[config.mk]
export PLATFORM = sky130hd
export DESIGN_NAME = one_wire_master_temp_read
export DESIGN_NICKNAME = d
export VERILOG_FILES = /design/src/owtr_pkg.sv /design/src/owtr_cfg.sv /design/src/owtr_seq.sv /design/src/one_wire_master_temp_read.sv
export SDC_FILE = /design/constraint.sdc
export NUM_CORES = 1
export LEC_CHECK = 0
export ABC_AREA = 1
export BUFFER_PORTS_ARGS = -buffer_cell sky130_fd_sc_hd__buf_4
export CAP_MARGIN = 20
export CORE_MARGIN = 3
export CORE_UTILIZATION = 28
export DETAILED_ROUTE_END_ITERATION = 10
export PLACE_DENSITY = 0.46
export SYNTH_ARGS = -nofsm -noshare
export SYNTH_HDL_FRONTEND = slang
export SYNTH_SLANG_ARGS = --single-unit
[constraint.sdc]
create_clock -name clk -period 5.75 [get_ports clk]
set_clock_uncertainty 0.15 [all_clocks]
set_input_delay 0.575 -clock clk [delete_from_list [all_inputs] [get_ports clk]]
set_output_delay 0.575 -clock clk [all_outputs]
set_load 0.005 [all_outputs]
[src/owtr_pkg.sv]
// shared types, constants and sequencing functions for the single-wire temperature master
package owtr_pkg;

	localparam int TIMER_BITS_DEF = 20;
	localparam int CFG_DATA_W     = 20;
	localparam int CFG_INDEX_W    = 3;

	// configuration register indexes
	localparam logic [CFG_INDEX_W-1:0] REG_RESET_LOW     = 3'd0;
	localparam logic [CFG_INDEX_W-1:0] REG_PRES_DELAY    = 3'd1;
	localparam logic [CFG_INDEX_W-1:0] REG_PRES_TIMEOUT  = 3'd2;
	localparam logic [CFG_INDEX_W-1:0] REG_RESET_RECOVER = 3'd3;
	localparam logic [CFG_INDEX_W-1:0] REG_WRITE_SLOT    = 3'd4;
	localparam logic [CFG_INDEX_W-1:0] REG_READ_SLOT     = 3'd5;
	localparam logic [CFG_INDEX_W-1:0] REG_CONV_WAIT     = 3'd6;

	// operation codes
	localparam logic [1:0] OP_RESET = 2'd0;
	localparam logic [1:0] OP_WRITE = 2'd1;
	localparam logic [1:0] OP_READ  = 2'd2;
	localparam logic [1:0] OP_TEMP  = 2'd3;

	// bus commands
	localparam logic [7:0] CMD_SKIP_ROM  = 8'hCC;
	localparam logic [7:0] CMD_CONVERT   = 8'h44;
	localparam logic [7:0] CMD_READ_PAD  = 8'hBE;

	// index of the high-byte read in the temperature sequence
	localparam logic [3:0] STEP_HIGH_BYTE = 4'd8;
	localparam int         TEMP_LEN       = 10;

	typedef enum logic [7:0] {
		PH_IDLE = 8'b0000_0001,
		PH_RLOW = 8'b0000_0010,
		PH_RDLY = 8'b0000_0100,
		PH_PRES = 8'b0000_1000,
		PH_RREC = 8'b0001_0000,
		PH_WBIT = 8'b0010_0000,
		PH_RBIT = 8'b0100_0000,
		PH_CONV = 8'b1000_0000
	} phase_t;

	typedef enum logic [2:0] {
		IT_END   = 3'd0,
		IT_RESET = 3'd1,
		IT_WCC   = 3'd2,
		IT_W44   = 3'd3,
		IT_CONV  = 3'd4,
		IT_WBE   = 3'd5,
		IT_READ  = 3'd6,
		IT_WUSER = 3'd7
	} item_code_t;

	localparam item_code_t TEMP_ITEMS [0:TEMP_LEN-1] = '{
		IT_RESET, IT_WCC, IT_W44, IT_CONV, IT_RESET, IT_WCC, IT_WBE, IT_READ, IT_READ, IT_END
	};

	typedef struct packed {
		logic [11:0] reset_low;
		logic [9:0]  pres_delay;
		logic [9:0]  pres_timeout;
		logic [9:0]  reset_recover;
		logic [9:0]  write_slot;
		logic [9:0]  read_slot;
		logic [19:0] conv_wait;
	} cfg_t;

	typedef struct packed {
		logic       start_req;
		logic [1:0] operation;
		logic [7:0] write_byte;
		logic       line_level;
	} tick_t;

	typedef struct packed {
		logic        drive_low;
		logic        busy_res;
		logic        done_res;
		logic        presence_ok;
		logic [15:0] read_value;
	} res_t;

	typedef struct packed {
		phase_t     phase;
		logic [7:0] shift;
		logic [3:0] step;
		logic       fin;
	} begin_t;

	function automatic item_code_t item_of(input logic [1:0] op, input logic [3:0] step);
		item_code_t it;
		it = IT_END;
		case (op)
			OP_RESET: it = (step == 4'd0) ? IT_RESET : IT_END;
			OP_WRITE: it = (step == 4'd0) ? IT_WUSER : IT_END;
			OP_READ:  it = (step == 4'd0) ? IT_READ : IT_END;
			OP_TEMP:  it = (step < 4'(TEMP_LEN)) ? TEMP_ITEMS[step] : IT_END;
			default:  it = IT_END;
		endcase
		return it;
	endfunction

	// set up a sequence step; a zero conversion wait is skipped over
	function automatic begin_t begin_step(input logic [1:0] op, input logic [3:0] step,
		input logic [7:0] user_byte, input logic conv_zero);
		item_code_t it;
		logic [3:0] st;
		begin_t     r;
		st = step;
		it = item_of(op, st);
		if (it == IT_CONV && conv_zero) begin
			st = st + 4'd1;
			it = item_of(op, st);
		end
		r.step  = st;
		r.shift = 8'h00;
		r.fin   = 1'b0;
		r.phase = PH_IDLE;
		case (it)
			IT_RESET: r.phase = PH_RLOW;
			IT_WCC: begin
				r.phase = PH_WBIT;
				r.shift = CMD_SKIP_ROM;
			end
			IT_W44: begin
				r.phase = PH_WBIT;
				r.shift = CMD_CONVERT;
			end
			IT_WBE: begin
				r.phase = PH_WBIT;
				r.shift = CMD_READ_PAD;
			end
			IT_WUSER: begin
				r.phase = PH_WBIT;
				r.shift = user_byte;
			end
			IT_READ:  r.phase = PH_RBIT;
			IT_CONV:  r.phase = PH_CONV;
			default:  r.fin = 1'b1;
		endcase
		return r;
	endfunction

endpackage

[src/owtr_cfg.sv]
// timing configuration registers of the single-wire master
module owtr_cfg (
	input  logic                              clk,
	input  logic                              arst_n,
	input  logic                              cfg_we,
	input  logic [owtr_pkg::CFG_INDEX_W-1:0]  cfg_index,
	input  logic [owtr_pkg::CFG_DATA_W-1:0]   cfg_data,
	output owtr_pkg::cfg_t                    cfg
);

	owtr_pkg::cfg_t cfg_q;

	always_ff @(posedge clk or negedge arst_n) begin
		if (!arst_n) begin
			cfg_q.reset_low     <= 12'd500;
			cfg_q.pres_delay    <= 10'd30;
			cfg_q.pres_timeout  <= 10'd254;
			cfg_q.reset_recover <= 10'd120;
			cfg_q.write_slot    <= 10'd40;
			cfg_q.read_slot     <= 10'd80;
			cfg_q.conv_wait     <= 20'd0;
		end else if (cfg_we) begin
			case (cfg_index)
				owtr_pkg::REG_RESET_LOW:     cfg_q.reset_low     <= cfg_data[11:0];
				owtr_pkg::REG_PRES_DELAY:    cfg_q.pres_delay    <= cfg_data[9:0];
				owtr_pkg::REG_PRES_TIMEOUT:  cfg_q.pres_timeout  <= cfg_data[9:0];
				owtr_pkg::REG_RESET_RECOVER: cfg_q.reset_recover <= cfg_data[9:0];
				owtr_pkg::REG_WRITE_SLOT:    cfg_q.write_slot    <= cfg_data[9:0];
				owtr_pkg::REG_READ_SLOT:     cfg_q.read_slot     <= cfg_data[9:0];
				owtr_pkg::REG_CONV_WAIT:     cfg_q.conv_wait     <= cfg_data[19:0];
				default: ;
			endcase
		end
	end

	assign cfg = cfg_q;

endmodule

[src/owtr_seq.sv]
// bus sequencer: state registers and the per-tick step logic
module owtr_seq #(
	parameter int TIMER_BITS = owtr_pkg::TIMER_BITS_DEF
) (
	input  logic            clk,
	input  logic            arst_n,
	input  logic            step_en,
	input  owtr_pkg::tick_t tick,
	input  owtr_pkg::cfg_t  cfg,
	output owtr_pkg::res_t  res
);

	localparam int WW = (TIMER_BITS > 20) ? TIMER_BITS : 20;
	localparam logic [TIMER_BITS-1:0] LIM = {TIMER_BITS{1'b1}} - TIMER_BITS'(2);

	owtr_pkg::phase_t      phase_q, phase_b, phase_n;
	logic [TIMER_BITS-1:0] tick_q, tick_b, tick_n, tc;
	logic [2:0]            bit_q, bit_b, bit_n;
	logic [7:0]            shift_q, shift_b, shift_n;
	logic [3:0]            step_q, step_b, step_n;
	logic [1:0]            op_q, op_b;
	logic [15:0]           result_q, result_n;
	logic                  pres_q, pres_b, pres_n;
	logic                  drive, busy, fin, conv_zero, starting;
	logic [TIMER_BITS-1:0] len_rlow, len_rdly, len_pres, len_rrec, len_ws, len_rs, len_conv;
	owtr_pkg::begin_t      bs_start, bs_end;

	// phase length: zero acts as one unless allowed, saturated to the timer range
	function automatic logic [TIMER_BITS-1:0] clamp_len(input logic [WW-1:0] v,
		input logic zero_ok);
		logic [WW-1:0] x;
		x = v;
		if (x == '0 && !zero_ok)
			x = WW'(1);
		if (x > WW'(LIM))
			x = WW'(LIM);
		return x[TIMER_BITS-1:0];
	endfunction

	always_comb begin
		len_rlow  = clamp_len(WW'(cfg.reset_low), 1'b0);
		len_rdly  = clamp_len(WW'(cfg.pres_delay), 1'b0);
		len_pres  = clamp_len(WW'(cfg.pres_timeout), 1'b0);
		len_rrec  = clamp_len(WW'(cfg.reset_recover), 1'b0);
		len_ws    = clamp_len(WW'(cfg.write_slot), 1'b0);
		len_rs    = clamp_len(WW'(cfg.read_slot), 1'b0);
		len_conv  = clamp_len(WW'(cfg.conv_wait), 1'b1);
		conv_zero = (len_conv == '0);
	end

	always_comb begin
		starting = (phase_q == owtr_pkg::PH_IDLE) && tick.start_req;
		bs_start = owtr_pkg::begin_step(tick.operation, 4'd0, tick.write_byte, conv_zero);

		// state after a possible start
		phase_b = phase_q;
		tick_b  = tick_q;
		bit_b   = bit_q;
		shift_b = shift_q;
		step_b  = step_q;
		op_b    = op_q;
		pres_b  = pres_q;
		if (starting) begin
			phase_b = bs_start.phase;
			tick_b  = '0;
			bit_b   = 3'd0;
			shift_b = bs_start.shift;
			step_b  = bs_start.step;
			op_b    = tick.operation;
			pres_b  = 1'b1;
		end

		bs_end = owtr_pkg::begin_step(op_b, step_b + 4'd1, 8'h00, conv_zero);

		tc       = tick_b + TIMER_BITS'(1);
		phase_n  = phase_b;
		tick_n   = tick_b;
		bit_n    = bit_b;
		shift_n  = shift_b;
		step_n   = step_b;
		pres_n   = pres_b;
		result_n = result_q;
		drive    = 1'b0;
		busy     = 1'b0;
		fin      = 1'b0;

		if (phase_b != owtr_pkg::PH_IDLE) begin
			busy   = 1'b1;
			tick_n = tc;
			case (phase_b)
				owtr_pkg::PH_RLOW: begin
					drive = 1'b1;
					if (tc >= len_rlow) begin
						phase_n = owtr_pkg::PH_RDLY;
						tick_n  = '0;
					end
				end
				owtr_pkg::PH_RDLY: begin
					if (tc >= len_rdly) begin
						phase_n = owtr_pkg::PH_PRES;
						tick_n  = '0;
					end
				end
				owtr_pkg::PH_PRES: begin
					if (!tick.line_level) begin
						phase_n = owtr_pkg::PH_RREC;
						tick_n  = '0;
					end else if (tc >= len_pres) begin
						pres_n  = 1'b0;
						phase_n = bs_end.phase;
						shift_n = bs_end.shift;
						step_n  = bs_end.step;
						tick_n  = '0;
						bit_n   = 3'd0;
						fin     = bs_end.fin;
					end
				end
				owtr_pkg::PH_RREC: begin
					if (tc >= len_rrec) begin
						phase_n = bs_end.phase;
						shift_n = bs_end.shift;
						step_n  = bs_end.step;
						tick_n  = '0;
						bit_n   = 3'd0;
						fin     = bs_end.fin;
					end
				end
				owtr_pkg::PH_WBIT: begin
					if (tc == TIMER_BITS'(1))
						drive = 1'b1;
					else if (tc <= len_ws + TIMER_BITS'(1))
						drive = !shift_b[bit_b];
					if (tc >= len_ws + TIMER_BITS'(2)) begin
						tick_n = '0;
						if (bit_b == 3'd7) begin
							phase_n = bs_end.phase;
							shift_n = bs_end.shift;
							step_n  = bs_end.step;
							bit_n   = 3'd0;
							fin     = bs_end.fin;
						end else begin
							bit_n = bit_b + 3'd1;
						end
					end
				end
				owtr_pkg::PH_RBIT: begin
					if (tc == TIMER_BITS'(1))
						drive = 1'b1;
					else if (tc == TIMER_BITS'(2) && tick.line_level)
						shift_n[bit_b] = 1'b1;
					if (tc >= len_rs + TIMER_BITS'(2)) begin
						tick_n = '0;
						if (bit_b == 3'd7) begin
							// high byte of the temperature lands above the low byte
							if (op_b == owtr_pkg::OP_TEMP && step_b == owtr_pkg::STEP_HIGH_BYTE)
								result_n = {shift_n, result_q[7:0]};
							else
								result_n = {8'h00, shift_n};
							phase_n = bs_end.phase;
							shift_n = bs_end.shift;
							step_n  = bs_end.step;
							bit_n   = 3'd0;
							fin     = bs_end.fin;
						end else begin
							bit_n = bit_b + 3'd1;
						end
					end
				end
				owtr_pkg::PH_CONV: begin
					if (tc >= len_conv) begin
						phase_n = bs_end.phase;
						shift_n = bs_end.shift;
						step_n  = bs_end.step;
						tick_n  = '0;
						bit_n   = 3'd0;
						fin     = bs_end.fin;
					end
				end
				default: begin
					fin = 1'b1;
				end
			endcase
			if (fin) begin
				phase_n = owtr_pkg::PH_IDLE;
				tick_n  = '0;
			end
		end

		res.drive_low   = drive;
		res.busy_res    = busy;
		res.done_res    = fin;
		res.presence_ok = pres_n;
		res.read_value  = result_n;
	end

	always_ff @(posedge clk or negedge arst_n) begin
		if (!arst_n) begin
			phase_q  <= owtr_pkg::PH_IDLE;
			tick_q   <= '0;
			bit_q    <= 3'd0;
			shift_q  <= 8'h00;
			step_q   <= 4'd0;
			op_q     <= owtr_pkg::OP_RESET;
			result_q <= 16'h0000;
			pres_q   <= 1'b1;
		end else if (step_en) begin
			phase_q  <= phase_n;
			tick_q   <= tick_n;
			bit_q    <= bit_n;
			shift_q  <= shift_n;
			step_q   <= step_n;
			op_q     <= op_b;
			result_q <= result_n;
			pres_q   <= pres_n;
		end
	end

endmodule

[src/one_wire_master_temp_read.sv]
// top level of the tick-driven single-wire bus master with temperature read
// Usage: every input transfer is one timer tick carrying start_req, operation,
// write_byte and the sampled line_level. Every tick yields exactly one result
// transfer with drive_low (open-drain low enable), busy_res, done_res,
// presence_ok and read_value. A start on an idle tick begins the operation
// in that same tick; starts while busy are ignored.
// A tick is taken into the input register, stepped through the sequencer and
// captured in the result register, from which it is offered. The block takes
// one tick per clock while the receiver keeps taking results.
// The configuration port writes the slot lengths; write only
// while no tick is in flight.
// Reset clears the sequencer to idle (presence flag one, read result zero) and
// the timing registers to their defaults, but not the result register.
// When the receiver stalls, the result register holds, the input register
// keeps its tick, and in_ready drops once both are full.
module one_wire_master_temp_read #(
	parameter int TIMER_BITS = owtr_pkg::TIMER_BITS_DEF
) (
	input  logic                             clk,
	input  logic                             arst_n,
	input  logic                             in_valid,
	output logic                             in_ready,
	input  logic                             start_req,
	input  logic [1:0]                       operation,
	input  logic [7:0]                       write_byte,
	input  logic                             line_level,
	output logic                             out_valid,
	input  logic                             out_ready,
	output logic                             drive_low,
	output logic                             busy_res,
	output logic                             done_res,
	output logic                             presence_ok,
	output logic [15:0]                      read_value,
	input  logic                             cfg_we,
	input  logic [owtr_pkg::CFG_INDEX_W-1:0] cfg_index,
	input  logic [owtr_pkg::CFG_DATA_W-1:0]  cfg_data
);

	owtr_pkg::cfg_t  cfg;
	owtr_pkg::tick_t tick_s1;
	owtr_pkg::res_t  res, res_q;
	logic            valid_s1, out_valid_q, advance;

	// tick moves on when the result register is free or being emptied
	assign advance  = valid_s1 && (!out_valid_q || out_ready);
	assign in_ready = !valid_s1 || advance;

	owtr_cfg u_cfg (
		.clk       (clk),
		.arst_n    (arst_n),
		.cfg_we    (cfg_we),
		.cfg_index (cfg_index),
		.cfg_data  (cfg_data),
		.cfg       (cfg)
	);

	owtr_seq #(
		.TIMER_BITS (TIMER_BITS)
	) u_seq (
		.clk     (clk),
		.arst_n  (arst_n),
		.step_en (advance),
		.tick    (tick_s1),
		.cfg     (cfg),
		.res     (res)
	);

	always_ff @(posedge clk or negedge arst_n) begin
		if (!arst_n) begin
			valid_s1 <= 1'b0;
		end else if (in_ready) begin
			valid_s1 <= in_valid;
		end
	end

	always_ff @(posedge clk) begin
		if (in_valid && in_ready) begin
			tick_s1.start_req  <= start_req;
			tick_s1.operation  <= operation;
			tick_s1.write_byte <= write_byte;
			tick_s1.line_level <= line_level;
		end
	end

	always_ff @(posedge clk or negedge arst_n) begin
		if (!arst_n) begin
			out_valid_q <= 1'b0;
		end else if (advance) begin
			out_valid_q <= 1'b1;
		end else if (out_ready) begin
			out_valid_q <= 1'b0;
		end
	end

	always_ff @(posedge clk) begin
		if (advance)
			res_q <= res;
	end

	assign out_valid   = out_valid_q;
	assign drive_low   = res_q.drive_low;
	assign busy_res    = res_q.busy_res;
	assign done_res    = res_q.done_res;
	assign presence_ok = res_q.presence_ok;
	assign read_value  = res_q.read_value;

	a_ready_when_empty: assert property (@(posedge clk) disable iff (!arst_n)
		!out_valid_q |-> in_ready)
		else $error("input stalled while result register empty");

	a_full_stall: assert property (@(posedge clk) disable iff (!arst_n)
		(valid_s1 && out_valid_q && !out_ready) |-> !in_ready)
		else $error("input taken while both stages are full and stalled");

	a_transfer_lands: assert property (@(posedge clk) disable iff (!arst_n)
		(in_valid && in_ready) |=> valid_s1)
		else $error("accepted tick lost before the sequencer");

	a_done_busy: assert property (@(posedge clk) disable iff (!arst_n)
		(out_valid_q && (done_res || drive_low)) |-> busy_res)
		else $error("done or drive low outside an operation");

	a_step_result: assert property (@(posedge clk) disable iff (!arst_n)
		advance |=> out_valid_q)
		else $error("stepped tick produced no result");

endmodule

Yosys cells after proc, flatten, opt, wreduce, memory -nomap -nowiden
Memories as Yosys holds them, arrays and structs flattened.
Index checks and enable logic that the tools add are counted.
{ "classes": {"n_addsub": 7, "mul": 0, "n_div": 0, "magnitude_cmp": 21, "eq_ne": 41, "shifts": 0, "mux": 127, "bitwise": 3, "n_reduce_logical": 39} }
{ "op_table": {"columns": ["cell", "n"], "rows": [
  ["$mux 20", 18],
  ["$mux 8", 24],
  ["$ge 20x20->1", 7],
  ["$pmux 20 s7", 1],
  ["$gt 10x20->1 const B", 5],
  ["$pmux 8 s4", 3],
  ["$mux 16", 5],
  ["$mux 3", 21],
  ["$pmux 8 s7", 1],
  ["$logic_not 10->1", 5],
  ["$mux 10", 5],
  ["$eq 3x3->1 const B", 14],
  ["$add 20x1->20 const B", 2],
  ["$add 20x2->20 const B", 2],
  ["$gt 20x20->1 const B", 2],
  ["$mux 4", 10],
  ["$pmux 8 s5", 1],
  ["$mux 1", 25],
  ["$pmux 3 s4", 2],
  ["$pmux 8 s3", 1],
  ["$eq 20x1->1 const B", 1],
  ["$eq 20x2->1 const B", 1],
  ["$le 20x20->1", 1],
  ["$logic_not 20->1", 1],
  ["45 further kinds", 80]
]} }
{ "totals": {"ff_bits": 178, "latchBits": 0, "mem_bits_rw": 0, "mem_bits_ro": 96, "out_inout_bits": 22, "word_cells": 266, "mem_count": 2} }
{ "mem_list": {"columns": ["name", "depth", "width", "read_ports", "rd_clocked_by_memory_dff", "wr", "line", "text"], "rows": [
  ["(no name shown)", 16, 3, 1, 0, 0, "owtr_pkg.sv:97", "OP_TEMP: it = (step < 4'(TEMP_LEN)) ? TEMP_ITEMS[step] : IT_END;"],
  ["(no name shown)", 16, 3, 1, 0, 0, "owtr_pkg.sv:97", null]
]} }

Depth between registers and ports, before layout
{ "logic_depth": {"word_depth": 26, "ltp_mapped": 38, "mapped_depth_nobuf": 33} }

Modules after synthesis
A second synthesis with hierarchy kept.
{ "unflattened": {"hier_cells": 1871, "hier_area_um2": 13485.4} }
{ "by_module_without_submodules": {"columns": ["module", "n_inst", "cells_per_inst", "area_each_um2"], "rows": [
  ["owtr_seq", 1, 1461, 9138.8],
  ["owtr_cfg", 1, 366, 3290.7],
  ["one_wire_master_temp_read", 1, 44, 1056.0]
]} }

Worst setup path after synthesis
OpenSTA, ideal clock, no wires.
{ "synth_timing": {"path_kind": "flip-flop to flip-flop", "start": "register u_seq.phase_q[0]", "end": "register u_seq.phase_q[7]", "arrival_time_ps": 4862, "required_ps": 5534, "slack_ps": 673, "stages_incl_launch_ff": 31, "n_path_buf": 5, "cell_sequence": "dfstp_2 > nand2_1 > nor2_2 > nand3_4 > buf_6 > buf_6 > buf_6 > clkbuf_1 > clkbuf_1 > nand2_1 > inv_1 > ha_1 > nand4_1 > nor2_2 > xnor2_1 > ha_1 > nand2_1 > a21oi_1 > nor3_1 > o221ai_1 > nand2_1 > o2111ai_1 > a21oi_1 > o22ai_1 > inv_2 > o21ai_4 > a21oi_2 > nand2_1 > nor2_2 > nand2_1 > nand2_1"} }
{ "synth_between": {"elab_chain_cells": 22, "elab_cells_between_ends": 88} }
{ "synth_lines": {"columns": ["item", "line", "text"], "rows": [
  ["start: declaration", "owtr_seq.sv:16", "owtr_pkg::phase_t phase_q, phase_b, phase_n;"],
  ["start signal: assignment", "owtr_seq.sv:198", "phase_q <= owtr_pkg::PH_IDLE;"],
  ["start signal: assignment", "owtr_seq.sv:207", "phase_q <= phase_n;"],
  ["branches (longest 21 deep; another with $add 4x1->4)", null, null],
  ["$mux 8 *", "owtr_seq.sv:87", "if (phase_b != owtr_pkg::PH_IDLE) begin"]
]} }
Every way passes the cells marked *. The select of a mux whose other input is x is not followed.
A chain may end at the register's enable or synchronous reset.

Worst setup path in the final report
{ "layout_timing": {"start": "register u_seq.phase_q[0]", "end": "register u_seq.tick_q[0]"} }
{ "layout_between": {"elab_chain_cells": 22, "elab_cells_between_ends": 85} }
{ "layout_lines": {"columns": ["item", "line", "text"], "rows": [
  ["branches (longest 21 deep; another with $add 4x1->4)", null, null],
  ["$mux 20 *", "owtr_seq.sv:87", null],
  ["end signal: assignment", "owtr_seq.sv:208", "tick_q <= tick_n;"],
  ["end: declaration", "owtr_seq.sv:17", "logic [TIMER_BITS-1:0] tick_q, tick_b, tick_n, tc;"]
]} }
Marks and branches as above.

==> results.cfg <==
[logic_synthesis]
avgSynthCellArea_um2 = 7.37
synth_flop_cell = dfrtp_1
synth_nets = 1908
yosys_warnings = 0
synth.distinct_cells = 59
synth_edf_count = 32
syn_area_um2 = 13000
ys_ff_latch = 178
ys_seq_area_share_pct = 35.8
ys_async_sr_fraction_pct = 82.0
syn_inst = 1760

[grt]
grt_max_degree = 96
track_usage_pct = 15.9
grt_pass1_wl_mm = 62.1
grt_pass1_vias = 11400
antenna_found_initial = 0
grt-ovfl-total = 0

[clocking]
clock_latency_ns = 0.46
cts_sinks = 178
tritoncts = done
cts_hold_buffers = 0
cts_buffers = 17
h-tree-depth = 4
clk_pin_slew_ns = 0.07
clockBufferDepth = 2
cts-resized-gates = 0
cts_setup_buffers = 0
root_buffer = clkbuf_16

[worst_setup_path]
rr_endpoint = u_seq.tick_q[0]
crit_start = u_seq.phase_q[0]
path_class = flip-flop to flip-flop
reg2reg_depth = 24
reg2reg_from = u_seq.phase_q[0]
crit_fanout = 24
cp.required_ns = 5.99
r2r_setup_slack_ns = 0.63
cp-end-kind = flip-flop
arrival_ns = 5.36
startpoint_type = flip-flop

[sta]
tightest_slew_ns = 0.994
min_period_ns = 5.12
max_slew_margin_pct = 33.5
fin_crit_sh_pct = 89.0
hold_viol_final = 0
slew_violations = 0
timing.setup.tns_ns = 0
setup_violations = 0
rsz0062_at_grt = false
fmax_mhz = 195

[cells_and_area]
final_cells = 2422
num-fill-cells = 4894
layout-drive-gt1-share_pct = 14.1
final_nets = 1956
syn2layout_area_growth_pct = 13.0

[routing]
ant_nets = 0
num_vias = 11500
wirelength_mm = 38.4
drt_first_iter_violations = 780
drt-wirelength-per-cell_um = 15.9
dr.pass1.iters = 5
vias_per_cell = 4.74
drc = 0

[place]
post-dp-hpwl_mm = 28.3
placedCellCount = 2388
portBuffers = 61
gp_congestion = 0.880

[floorplan]
start_util_pct = 28.5
die_area_um2 = 49000
die_h_um = 221
die-width_um = 221
core_um2 = 45600
ioPinCount = 62
rows = 78

[run]
cap_violations = 0

[power_and_ir_drop]
power.density_nw_per_um2 = 451
vdd.ir_drop.worst_v = 0.000204
p_leak_nw = 7.07

[status]
status = completed

[hold_path]
hold_path.class = input port to async pin
-- worst max path at each step --
stage / slack (ns) / depth (start not counted) / end
4_1_cts: 0.61 / 28 / u_seq.shift_q[0]
3_5_place_dp: 0.65 / 28 / u_seq.shift_q[0]
3_3_place_gp: 0.52 / 23 / u_seq.shift_q[2]
2_1_floorplan: 0.67 / 30 / u_seq.phase_q[7]
6_report: 0.63 / 24 / u_seq.tick_q[0]
5_1_grt: 0.12 / 29 / u_seq.shift_q[0]
-- state kept, by name (all words and copies together) (netlist names), 3 cells and up --
register / flops
u_seq.tick_q: 20
u_seq.phase_q: 8
u_seq.shift_q: 8
read_value: 16
u_seq.bit_q: 3
tick_s1: 12
u_seq.step_q: 4
u_seq.result_q: 16
u_cfg.cfg: 82
-- cells in the mapped netlist, types with 18 or more instances --
cell        n  area (um^2)
inv_1     230          863
dfstp_2    27          709
xor2_1     18          158
nor2_1    133          499
dfrtp_1   119         2980
nor3_1     18         90.1
edfxtp_1   32          961
o21ai_1    22          110
nand4_1    42          263
o21ai_0   162          811
inv_2      30          113
nand3_1    81          405
a21oi_1    83          415
nand2_2    22          138
nor4_1     18          113
ha_1      108         1350
nand2_1   442         1660
clkbuf_1   34          128
-- stage by stage --
stage	cell area [um^2]	hold slack, ns	util, %	total power [mW]	setup slack [ns]
3_5_place_dp	14100	0.315	30.9	5.44	0.654
3_3_place_gp	14100	0.314	30.8	5.39	0.517
5_1_grt	14700	0.118	32.2	7.30	0.116
6_report	14700	0.108	32.2	6.61	0.633
2_1_floorplan	13000	0.129	-	4.38	0.673
4_1_cts	14600	0.107	32.1	6.69	0.607
-- cell type report --
type	instances	area, um^2	share of cell area, %
multi-input cells	1269	7090	48.3
flip-flops and latches	178	4650	31.7
inverters	266	1010	6.87
well taps	600	751	5.12
repair buffers	76	587	4.00
clock buffers	18	429	2.93
clock inverters	14	154	1.05
diodes	1	2.50	0.0171
-- cells by family (layout without fill, tap and decap cells) --
family                   count (synthesis)  in the layout  share of synthesized area, %
AND/OR/NAND/NOR                        803            803                          28.1
AO/OA/AOI/OAI                          334            334                          14.5
buffers and inverters                  313            374                          9.56
flip-flops                             178            178                          35.8
adder cells (fa/ha/maj)                108            108                          10.4
XOR/XNOR                                24             24                          1.62
other                                    0              1                             0
-- critical path, cell delays in order, from the launching register on --
cell and delay (ns):
dfstp_2 0.56, nand2_1 0.07, nor2_2 0.16, nand3_4 0.32
nand2_1 0.25, inv_1 0.07, ha_1 0.25, nand4_1 0.18
nor2_2 0.11, xnor2_1 0.35, buf_4 0.26, ha_1 0.26
nand2_1 0.09, nor2_1 0.05, a211oi_1 0.21, a21oi_1 0.11
o21ai_0 0.16, nand2_1 0.07, nor2_1 0.24, nand4_1 0.16
nand2_1 0.20, nor2_1 0.09, nand3_2 0.34, o21ai_0 0.17
a21oi_1 0.15
-- routing by layer --
metal / wire, um / GRT usage (%)
met4: 922 / 5.59
met5: 0 / 0
met2: 17700 / 26.2
met3: 1210 / 2.36
met1: 18600 / 21.4
-- cell usage in the layout (no fill, tap or decap), types with 18 or more instances in the layout --
cell | netlist | layout
a21oi_1 | 83 | 83
buf_4 | 2 | 74
dfrtp_1 | 119 | 119
dfstp_2 | 27 | 27
edfxtp_1 | 32 | 32
ha_1 | 108 | 108
inv_1 | 230 | 230
inv_2 | 30 | 29
nand2_1 | 442 | 442
nand2_2 | 22 | 22
nand3_1 | 81 | 81
nand4_1 | 42 | 42
nor2_1 | 133 | 133
nor3_1 | 18 | 18
nor4_1 | 18 | 18
o21ai_0 | 162 | 162
o21ai_1 | 22 | 22
xor2_1 | 18 | 18
-- where the power goes --
group | total [mW] | internal (mW) | leakage, nW | switching (mW)
logic | 3.47 | 1.19 | 4.69 | 2.28
clock network | 1.21 | 0.647 | 0.283 | 0.559
registers | 1.93 | 1.68 | 2.10 | 0.256
total | 6.61 | 3.51 | 7.07 | 3.10
Power figures use the tool's default switching activity.
